**src/sv/dees_pkg.sv**
```systemverilog
// shared types and constants of the deadline expiry edf server
`default_nettype none

package dees_pkg;

    // number of deadline buckets in the ring (one cell each)
    localparam int WINDOW      = 64;

    localparam int UNITS_W     = 16;
    localparam int LIFE_W      = 6;
    localparam int CNT_W       = 24;
    localparam int TOTAL_W     = 32;

    // stream payload widths, padded to whole bytes
    localparam int IN_TDATA_W  = ((UNITS_W + LIFE_W + 7) / 8) * 8;
    localparam int OUT_TDATA_W = ((1 + TOTAL_W + 1 + 7) / 8) * 8;

    localparam logic [CNT_W-1:0]   CNT_MAX   = {CNT_W{1'b1}};
    localparam logic [TOTAL_W-1:0] TOTAL_MAX = {TOTAL_W{1'b1}};

    // per-cell control group
    typedef struct packed {
        logic add;   // add arriving units to this bucket
        logic clr;   // expire this bucket
        logic dec;   // serve one unit from this bucket
        logic step;  // take the neighbor's value (advance one tick)
    } t_cell_ctl;

    typedef enum logic [0:0] {
        ST_IDLE,
        ST_SERVE
    } t_state;

endpackage

`default_nettype wire

```
**src/sv/dees_cell.sv**
```systemverilog
// one deadline bucket of the shifting bucket chain
`default_nettype none

module dees_cell (
    input  wire logic                          i_clk,
    input  wire logic                          i_rst_n,
    input  wire dees_pkg::t_cell_ctl           i_ctl,
    input  wire logic [dees_pkg::UNITS_W-1:0]  i_units,
    input  wire logic [dees_pkg::CNT_W-1:0]    i_next,
    output logic      [dees_pkg::CNT_W-1:0]    o_post,
    output logic                               o_nz,
    output logic                               o_keep
);
    import dees_pkg::*;

    logic [CNT_W-1:0] r_cnt;
    logic [CNT_W-1:0] n_cnt;
    logic [CNT_W:0]   sum;
    logic [CNT_W-1:0] sat;

    always_comb begin
        sum    = {1'b0, r_cnt} + {{(CNT_W + 1 - UNITS_W){1'b0}}, i_units};
        sat    = sum[CNT_W] ? CNT_MAX : sum[CNT_W-1:0];
        // value after a possible serve
        o_post = r_cnt - {{(CNT_W - 1){1'b0}}, i_ctl.dec};
        o_nz   = |r_cnt;
        o_keep = |o_post;
        if (i_ctl.step) begin
            n_cnt = i_next;
        end else if (i_ctl.clr) begin
            n_cnt = '0;
        end else if (i_ctl.add) begin
            n_cnt = sat;
        end else begin
            n_cnt = r_cnt;
        end
    end

    always_ff @(posedge i_clk) begin
        if (!i_rst_n) begin
            r_cnt <= '0;
        end else begin
            r_cnt <= n_cnt;
        end
    end

endmodule

`default_nettype wire

```
**config.mk**
```make
export PLATFORM = sky130hd
export DESIGN_NAME = dees_cell
export DESIGN_NICKNAME = d
export VERILOG_FILES = /design/src/sv/dees_pkg.sv /design/src/sv/dees_cell.sv
export SDC_FILE = /design/constraint.sdc
export NUM_CORES = 1
export LEC_CHECK = 0
export ABC_AREA = 1
export BUFFER_PORTS_ARGS = -buffer_cell sky130_fd_sc_hd__buf_2
export CAP_MARGIN = 0
export CORE_MARGIN = 2
export CORE_UTILIZATION = 35
export DETAILED_ROUTE_END_ITERATION = 6
export GPL_ROUTABILITY_DRIVEN = 0
export GPL_TIMING_DRIVEN = 0
export SYNTH_ARGS = -nofsm -noshare
export SYNTH_HDL_FRONTEND = slang
export SYNTH_SLANG_ARGS = --single-unit
```
**constraint.sdc**
```tcl
create_clock -name i_clk -period 2.1 [get_ports i_clk]
set_clock_uncertainty 0.2 [all_clocks]
set_input_delay 0.315 -clock i_clk [delete_from_list [all_inputs] [get_ports i_clk]]
set_output_delay 0.315 -clock i_clk [all_outputs]
set_load 0.02 [all_outputs]
```
==> summary.txt, run 1 <==
Status - complete, but fails checks
Failing checks - setup timing
Chip height - 104 um
F_max - 379 MHz
Avg Inst Size Synth - 5.61 um2
Hold Path Class - input pin to flop
PD cells - 466 nW/um2
Leakage - 2.40 nW
DR WL met2 - 5860 um
Startpoint types - flop
Syn Nets - 692
Post-Layout Cell Count - 856
Detail Placement HPWL - 9630 um
Worst r2r path cells - 15
Cell family with most CP delay - simple AND/OR/NAND/NOR gates
WP buf/inv - 3
WHS - 0.115 ns
CTS Buffer Depth - 2
Post-place instance area - 4090 um2
Root Driver - clkbuf_8
Number of fill cells in the layout - 1,018
R2R setup slack - -0.26 ns
Most frequent cells in the layout - nand2_1, inv_1, buf_2
TNS Setup - -7.31 ns
Top reg by flops - r_cnt
Share of cells above drive strength 1 - 37.2%
CTS tree - yes
Max-Cap Viols - 0
Area grow syn2layout - 37.9%
RSZ-0062 raised after global routing - yes
Max reg flops - 24
Clock network latency to the later pin of the worst-skew pair - 0.28 ns
Pins over their slew limit - 0
Max layer used - met4
Yosys warning count - 0
Iter 0 DRT Violations - 230
Critical path peak fanout - 6
Crit path DAT - 2.12 ns
Slew HR - 64.8%
Total core area - 9770 um2
Setup WS post-layout - -0.536 ns
CP endpoint kind - output pin
Cell row count - 36
Wire per inst - 14.2 um
Routed Antenna Nets - 0
Final wirelength - 12,200 um
Hold path endpoint - r_cnt[4]$_SDFFE_PN0P_
Worst-path cell chain - inv_2, ha_4, buf_4, nand2_4, nor2_4, nor2_1, nor2_1, nand2_1, nor2_2, nand3_2, nor3_2, nand3_2, buf_6
Initial antenna violation count - 0
Final Setup Violations - 40
Final hold vios - 0
Via density - 4.99
Largest net degree at the start of global routing - 15
Netlist cell types - 37
Post-synth top flop - dfxtp_1
Top Ports - 72
Pre-antenna DRT Iters - 5
Biggest registers after layout - r_cnt x24
Overall Global Routing Usage - 21.9%
Hold depth - 3
Synthesized cell area - 3520 um2
Tightest Pin Transition - 0.529 ns
Global-route wire length before repair - 19,500 um
Tcrit/Tclk final - 126%
Die ar. - 10,900 um2
Final instance area - 4850 um2
Initial core utilization - 36.0%
Sequential element share of the synthesized area - 13.7%
FF+latch count, synth - 24
VDD IR max - 237 uV
Reg clk slew, reported paths - 0.10 ns
Slowest cell on the critical path - dfxtp_2
Placed cell count - 830
CTS Hold Bufs - 0
Crit Path Category - flop to output pin
CTS Sinks - 24
Number of cells produced by synthesis - 627
Total number of vias - 4,268
Die Span X - 104 um
Final Net Count - 789
Total power - 2.26 mW
Grt total ovfl - 0
H-tree lvl count - 1
Num CTS Buffers - 3
Crit-path max cell delay - 0.34 ns
Met1 wire length - 5400 um
Critical path required time - 1.58 ns
Ys async rst share - 0%
Worst r2r dst - r_cnt[17]$_SDFFE_PN0P_
Post-synth EDFFs - 0
Buffers added on ports - 70
Met3 wire length - 737 um
Number of global-route vias before repair - 4,047
Worst r2r src - r_cnt[0]$_SDFFE_PN0P_
Final min period - 2.64 ns
Ant. Diodes - 0
Most common cell after layout, fill and taps aside - nand2_1
Hold_sp - i_rst_n
Residual DRC count - 0
==> layer usage <==
metal	up-vias	track usage [%]
met5	-	0
met4	0	4.05
met3	14	2.76
met2	147	38.1
met1	1899	29.1
li1	2208	-
==> area by class of cell <==
type	count	area, um2	share of cell area [%]
multi-input cells	493	3010	62.0
flip-flops and latches	24	510	10.5
plain buffers	18	101	2.09
well taps	133	166	3.43
clock inverters	1	30.0	0.619
repair buffers	92	647	13.3
clock buffers	3	41.3	0.851
inverters	92	348	7.17
==> per-stage QoR <==
step           util [%]  setup slack (ns)
3_3_place_gp       41.9            -0.374
6_report           49.7            -0.536
3_5_place_dp       41.9            -0.370
4_1_cts            46.5            -0.496
2_1_floorplan         -           -0.0491
5_1_grt            49.7            -0.678
==> worst max-delay path by stage <==
stage	startpoint	end	cells after the start
floorplan	r_cnt[0]$_SDFFE_PN0P_	o_keep	12
global placement	r_cnt[1]$_SDFFE_PN0P_	o_keep	11
detailed placement	r_cnt[1]$_SDFFE_PN0P_	o_keep	11
CTS	r_cnt[0]$_SDFFE_PN0P_	o_keep	12
global route	r_cnt[0]$_SDFFE_PN0P_	o_keep	13
finish	r_cnt[0]$_SDFFE_PN0P_	o_keep	13
==> tightest hold or removal path, stage by stage <==
cell and delay, ns:
buf_2 0.13, o21ai_0 0.07, a21oi_1 0.04
==> Yosys cell counts (9+ instances only) <==
cell     count  area, um2
nand2_1    188        706
inv_1       85        319
nor2_1      61        229
nand3_1     45        225
a21oi_1     44        220
o21ai_0     31        155
dfxtp_1     24        480
ha_1        18        225
nand4_1     14       87.6
a21oi_2     12        105
nand2_2     11       68.8
nand3_2      9       90.1
xor2_1       9       78.8
==> logic make-up (layout without fill, tap and decap cells) <==
logic type      after synthesis  count (layout)  synth area share (%)
buf+inv                     110             206                  12.5
compound gates               97              97                  15.4
fa+ha+maj                    19              19                  6.97
simple gates                366             366                  48.8
xor+xnor                     11              11                  2.74
flops                        24              24                  13.7
==> timing repair <==
| action | CTS | global route |
|---|---|---|
| endpoints found under the setup margin | 41 | 44 |
| buffers inserted | 13 | 7 |
| endpoints found under the hold margin | 0 | 0 |
| resized for setup | 83 | 72 |
| gates cloned | 2 | 0 |
| pin swaps | 25 | 30 |
==> power by group <==
| group | switching [mW] | internal [mW] |
|---|---|---|
| sequential | 0.0715 | 0.496 |
| clock | 0.168 | 0.255 |
| combinational | 0.787 | 0.484 |
| total | 1.03 | 1.23 |
(Power assumes the default switching activity.)
==> inputs of run 2 (changes only) <==
- ABC_AREA: 1 -> default
- GPL_ROUTABILITY_DRIVEN: 0 -> default
==> run 2 against run 1 <==
Effect of this change:
- the run still ends with setup timing left
- synthesized cell count decreased by 40%
- die area decreased by 21%
- global-route usage rose by 2.1 points
- non-clock buffer count is 38 higher
- cell area down 2.4%
- routed wire length fell by 13%
- final cell count is 30% lower
- combinational power down 5%
- critical path depth down 1
- register-to-register slack worse by 0.66 ns
- clock power is 17% lower
- area after synthesis decreased by 22%
- highest routed layer unchanged
==> summary.txt, run 2 <==
Crit Path Category - flop to output pin
RSZ-0062 raised after global routing - yes
Ant. Diodes - 0 (unchanged)
Final min period - 3.35 ns (+0.710 ns)
Yosys warning count - 0 (unchanged)
H-tree lvl count - 1 (unchanged)
Tightest Pin Transition - 0.817 ns (+0.288 ns)
Sequential element share of the synthesized area - 17.4% (+3.7 points)
Grt total ovfl - 0 (unchanged)
Die Span X - 92.8 um (-11%)
Routed Antenna Nets - 0 (unchanged)
Final wirelength - 10,700 um (-13%)
CP endpoint kind - output pin
Slew HR - 45.5% (-19 points)
VDD IR max - 276 uV (+16%)
Initial core utilization - 35.9% (-0.075 points)
Ys async rst share - 0% (unchanged)
Num CTS Buffers - 3 (unchanged)
Wire per inst - 17.9 um (+25%)
Post-Place Worst Slack - -1.15 ns (-0.784 ns)
Number of global-route vias before repair - 3,146 (-22%)
Reg clk slew, reported paths - 0.10 ns (about the same)
RePlAce Congestion - 0.902
Avg Inst Size Synth - 7.36 um2 (+31%)
Crit-path max cell delay - 0.50 ns (+0.16 ns)
Pins over their slew limit - 0 (unchanged)
Syn Nets - 440 (-36%)
FF+latch count, synth - 24 (unchanged)
Die ar. - 8620 um2 (-21%)
Number of cells produced by synthesis - 375 (-40%)
Critical path required time - 1.58 ns (about the same)
Max-Cap Viols - 0 (unchanged)
F_max - 299 MHz (-21%)
Synth area leaders - dfxtp_1, ha_1, nand2_1
Crit path DAT - 2.83 ns (+0.71 ns)
Critical path peak fanout - 7 (+1)
Global-route wire length before repair - 16,300 um (-16%)
Cell accounting for the most synthesized area - dfxtp_1
Max reg flops - 24 (unchanged)
Chip height - 92.8 um (-11%)
Setup WS post-layout - -1.25 ns (-0.710 ns)
Most frequent cells in the layout - buf_2, nand2_1, buf_4
Netlist cell types - 61 (+65%)
Status - complete, but fails checks
CTS Buffer Depth - 2 (unchanged)
Buffers added on ports - 69 (-1.4%)
Root Driver - clkbuf_8
Post-synth top flop - dfxtp_1
Top Ports - 72 (unchanged)
Total core area - 7690 um2 (-21%)
Residual DRC count - 0 (unchanged)
Pre-antenna DRT Iters - 4 (-1)
Detail Placement HPWL - 7430 um (-23%)
Final Net Count - 561 (-29%)
Final hold vios - 0 (unchanged)
Most frequent cell after synthesis - nand2_1
Cell row count - 32 (-11%)
Startpoint types - flop
Top reg by flops - r_cnt
Area grow syn2layout - 71.5%
Failing checks - setup timing
Slowest cell on the critical path - or4b_4
CTS Sinks - 24 (unchanged)
Final Setup Violations - 45 (+13%)
Post-synth top area share - 17.4% (-2.7 points)
Leakage - 1.99 nW (-17%)
Synth top cells by count - nand2_1, clkbuf_1, dfxtp_1, nor2_1
PD cells - 445 nW/um2 (-4.5%)
Biggest registers after layout - r_cnt x24
Initial antenna violation count - 0 (unchanged)
CTS tree - yes
Hold Path Class - input pin to flop
Overall Global Routing Usage - 24.0% (+2.1 points)
Via density - 5.61 (+12%)
Most common cell after layout, fill and taps aside - buf_2
Total power - 2.11 mW (-6.8%)
Clock network latency to the later pin of the worst-skew pair - 0.28 ns (about the same)
Total number of vias - 3,348 (-22%)
Share of cells above drive strength 1 - 50.9% (+14 points)
Synthesized cell area - 2760 um2 (-22%)
Tcrit/Tclk final - 159% (+34 points)
Worst-path cell chain - inv_2, ha_4, ha_4, or4b_4, buf_8, buf_8, nor3_1, a31oi_1, o32ai_1, nand4b_1, a2111o_1, buf_6
Post-synth EDFFs - 0 (unchanged)
Number of fill cells in the layout - 695 (-32%)
Iter 0 DRT Violations - 165 (-28%)
Largest net degree at the start of global routing - 14 (-1)
## run 2: repair_timing
action | in CTS | in global routing
setup buffers | 39 | 16
gates resized for setup | 109 | 39
gates cloned | 2 | 0
hold buffers | 0 | 0
endpoints found under the setup margin | 46 | 47
pin swaps | 32 | 37
## run 2: per-layer routing
metal / track usage (%) / up-vias / routed length [um]
met4: 5.02 / 0 / 182
met1: 32.7 / 1594 / 4820
met5: 0 / - / 0
met3: 2.20 / 23 / 439
met2: 41.2 / 96 / 5220
li1: - / 1635 / -
## run 2: area by class of cell
type                    count  area, um2  area share, %
plain buffers              27        234           4.94
inverters                   8       30.0          0.634
multi-input cells         311       2870           60.5
clock buffers               4       55.1           1.16
well taps                 102        128           2.70
repair buffers            121        907           19.2
flip-flops and latches     24        515           10.9
## run 2: path summary, 6_finish.rpt
check | from | end | slack, ns | cells after the start
max | r_cnt[0]$_SDFFE_PN0P_ | o_keep | -1.25 | 12
min | i_next[4] | r_cnt[4]$_SDFFE_PN0P_ | 0.02 | 3
max reg2reg | r_cnt[0]$_SDFFE_PN0P_ | r_cnt[5]$_SDFFE_PN0P_ | -0.92 | 11
min reg2reg | r_cnt[11]$_SDFFE_PN0P_ | r_cnt[11]$_SDFFE_PN0P_ | 0.37 | 2
## run 2: stage by stage
| stage | instance area (um2) | setup TNS, ns | utilization [%] | hold WS [ns] | instances |
|---|---|---|---|---|---|
| 2_1_floorplan | 3210 | -10.98 | - | 0.221 | 375 |
| 3_3_place_gp | 3690 | -23.70 | 47.9 | 0.314 | 546 |
| 3_5_place_dp | 3690 | -23.80 | 47.9 | 0.318 | 546 |
| 4_1_cts | 4500 | -26.99 | 58.5 | 0.0269 | 586 |
| 5_1_grt | 4730 | -36.38 | 61.6 | 0.0416 | 597 |
| 6_report | 4730 | -32.79 | 61.6 | 0.0173 | 597 |
## run 2: kinds of logic (layout without fill, tap and decap cells)
group	Yosys count	count (layout)	synth area share (%)
adders and majority gates	19	19	8.88
DFF	24	24	17.4
muxes	1	1	0.362
and+or+nand+nor	146	146	27.6
AOI/OAI and AO/OA	106	106	27.0
xor gates and xnor gates	39	39	12.6
buffers and inverters	40	160	6.16
## run 2: report_power, final
group	total [mW]	switching, mW	internal (mW)
clock	0.351	0.182	0.168
combinational	1.21	0.645	0.565
sequential	0.546	0.0615	0.485
total	2.11	0.889	1.22
## run 2: worst max-delay path: cells and delay by family, from the launching register on
| kind | cells | cell delay [ns] |
|---|---|---|
| buf+inv | 4 | 0.50 |
| compound gates | 3 | 0.57 |
| fa+ha+maj | 2 | 0.26 |
| simple gates | 3 | 0.87 |
| flops | 1 | 0.35 |
==> inputs of run 3 (changes only) <==
- SETUP_SLACK_MARGIN: default -> 0.5
==> run 3 against run 2 <==
Effect of this change:
- the flow still finishes with violations (setup timing)
- global-route usage increased by 0.12 points
- combinational power increased by 5%
- critical path depth decreased by 2
- total power decreased by 0.72%
- hold slack improved by 0.011 ns
==> summary.txt, run 3 (synthesis gave the netlist of run 2 again) <==
Sw Pwr - 0.883 mW (-0.70%)
Global-route wire length before repair - 16,600 um (+1.7%)
Routed Antenna Nets - 0 (unchanged)
Top reg by flops - r_cnt
Final Core Density - 62.2% (+0.63 points)
Crit path DAT - 2.77 ns (-0.06 ns)
Area occupied by multi-input gates - 2850 um2 (-0.61%)
Final Net Count - 565 (+0.71%)
F_max - 304 MHz (+1.8%)
Num CTS Buffers - 3 (unchanged)
Most common cell after layout, fill and taps aside - nand2_1
Final hold vios - 0 (unchanged)
Post-place instance area - 3710 um2 (+0.58%)
CTS tree - yes
Max-Cap Viols - 0 (unchanged)
Number of global-route vias before repair - 3,367 (+7.0%)
Chip height - 92.8 um (unchanged)
Most used cell, CP - buf_6
Crit-path max cell delay - 0.36 ns (-0.14 ns)
Iter 0 DRT Violations - 230 (+39%)
Sw Ratio - 42.2% (about the same)
Final min period - 3.29 ns (-0.0595 ns)
Buffers added on ports - 69 (unchanged)
Overall Global Routing Usage - 24.1% (+0.12 points)
Worst r2r src - r_cnt[0]$_SDFFE_PN0P_
Startpoint types - flop
WP buf/inv - 3 (-1)
Final instance area - 4780 um2 (+1.0%)
Critical path peak fanout - 4 (-3)
Status - complete, but fails checks
Die Span X - 92.8 um (unchanged)
Critical path required time - 1.58 ns (about the same)
Ant. Diodes - 0 (unchanged)
H-tree lvl count - 1 (unchanged)
Via density - 5.61 (about the same)
PD cells - 437 nW/um2 (-1.7%)
Worst-path cell chain - nor4_4, nand3_2, or3_4, buf_6, or3_4, buf_6, nor3_4, xor2_2, a2111o_1, buf_6
Total core area - 7690 um2 (unchanged)
Most frequent cells in the layout - nand2_1, buf_2, buf_4
Cell row count - 32 (unchanged)
Largest net degree at the start of global routing - 14 (unchanged)
CP startpoint - r_cnt[11]$_SDFFE_PN0P_
Grt total ovfl - 0 (unchanged)
Max reg flops - 24 (unchanged)
Root Driver - clkbuf_8
Gate power share - 60.6% (+3.2 points)
Initial core utilization - 35.9% (unchanged)
Int Power - 1.21 mW (-0.74%)
Final Setup Violations - 45 (unchanged)
Wire per inst - 17.7 um (-0.75%)
Leakage - 2.03 nW (+1.6%)
Number of fill cells in the layout - 705 (+1.4%)
Seq. cell area - 515 um2 (unchanged)
Tightest Pin Transition - 0.753 ns (-0.0636 ns)
CTS Sinks - 24 (unchanged)
CTS Buffer Depth - 2 (unchanged)
Failing checks - setup timing
Area grow syn2layout - 73.2%
Detail Placement HPWL - 7510 um (+1.1%)
CP endpoint kind - output pin
VDD IR max - 255 uV (-7.9%)
Biggest registers after layout - r_cnt x24
Slowest cell on the critical path - dfxtp_4
Residual DRC count - 0 (unchanged)
Reg clk slew, reported paths - 0.09 ns (about the same)
Hold_sp - i_next[2]
Slew HR - 49.8% (+4.2 points)
Top Ports - 72 (unchanged)
Clock network latency to the later pin of the worst-skew pair - 0.27 ns (about the same)
Total number of vias - 3,373 (+0.75%)
Share of cells above drive strength 1 - 49.9% (-1.0 points)
Pins over their slew limit - 0 (unchanged)
Pre-antenna DRT Iters - 4 (unchanged)
Crit Path Category - flop to output pin
Tcrit/Tclk final - 157% (-2.8 points)
RSZ-0062 raised after global routing - yes
Hold Path Class - input pin to flop
RePlAce Congestion - 0.894 (-0.88%)
Sequential share of power - 25.2% (-0.7 points)
Post-Place Worst Slack - -1.23 ns (-0.0777 ns)
Initial antenna violation count - 0 (unchanged)
Cell family with most CP delay - simple AND/OR/NAND/NOR gates
CTS Hold Bufs - 0 (unchanged)
Die ar. - 8620 um2 (unchanged)
Final wirelength - 10,700 um (about the same)
Setup WS post-layout - -1.19 ns (+0.0595 ns)
Clock group share of total power - 14.1% (-2.5 points)
==> run 3: cell count changes in the layout (fill, tap and decap cells not counted), sizes merged <==
| cell | change |
|---|---|
| buf | +3 |
| clkinv | +1 |
==> run 3: tightest hold or removal path, delay by kind of cell <==
family,cells,cell delay [ns]
simple gates,2,0.08
buf+inv,1,0.08
==> run 3: worst paths after layout <==
check                           end  slack [ns]  cells past startpoint
max                          o_keep       -1.19                     10
max reg2reg  r_cnt[21]$_SDFFE_PN0P_       -0.97                     12
min           r_cnt[2]$_SDFFE_PN0P_        0.03                      3
min reg2reg   r_cnt[1]$_SDFFE_PN0P_        0.41                      2
==> run 3: per-stage QoR <==
step | power, mW | TNS (ns) | std cells | hold WS [ns]
after floorplan | 1.19 | -11.04 | 375 | 0.221
after global placement | 1.42 | -24.03 | 546 | 0.319
after detailed placement | 1.43 | -23.71 | 546 | 0.320
after CTS | 2.00 | -36.60 | 594 | 0.0345
after global routing | 2.20 | -38.09 | 601 | 0.0387
final | 2.09 | -33.45 | 601 | 0.0283
==> run 3: routing by layer <==
layer,track usage (%),vias to the layer above,routed length (um)
li1,-,1635,-
met1,32.5,1621,4770
met2,40.9,99,5170
met3,1.79,18,440
met4,7.35,0,269
met5,0,-,0
==> run 3: layout make-up <==
class | count | area share, %
Multi-Input combinational cell | 311 | 59.5
Timing Repair Buffer | 120 | 19.9
Sequential cell | 24 | 10.8
Buffer | 32 | 5.55
Tap cell | 102 | 2.67
Clock buffer | 3 | 0.863
Inverter | 8 | 0.628
Clock inverter | 1 | 0.0785
==> run 3: power groups by stage <==
| stage | registers, mW | clock network, mW | logic [mW] |
|---|---|---|---|
| 2_1_floorplan | 0.530 | 0 | 0.656 |
| 3_3_place_gp | 0.546 | 0 | 0.878 |
| 6_report | 0.528 | 0.296 | 1.27 |
| 3_5_place_dp | 0.546 | 0 | 0.884 |
| 5_1_grt | 0.532 | 0.319 | 1.35 |
| 4_1_cts | 0.524 | 0.302 | 1.17 |
==> run 3: timing repair <==
action | 4_1_cts | 5_1_grt
buffers inserted | 42 | 7
gates cloned | 2 | 0
resized for setup | 115 | 38
endpoints found under the setup margin | 50 | 50
pin swaps | 31 | 44
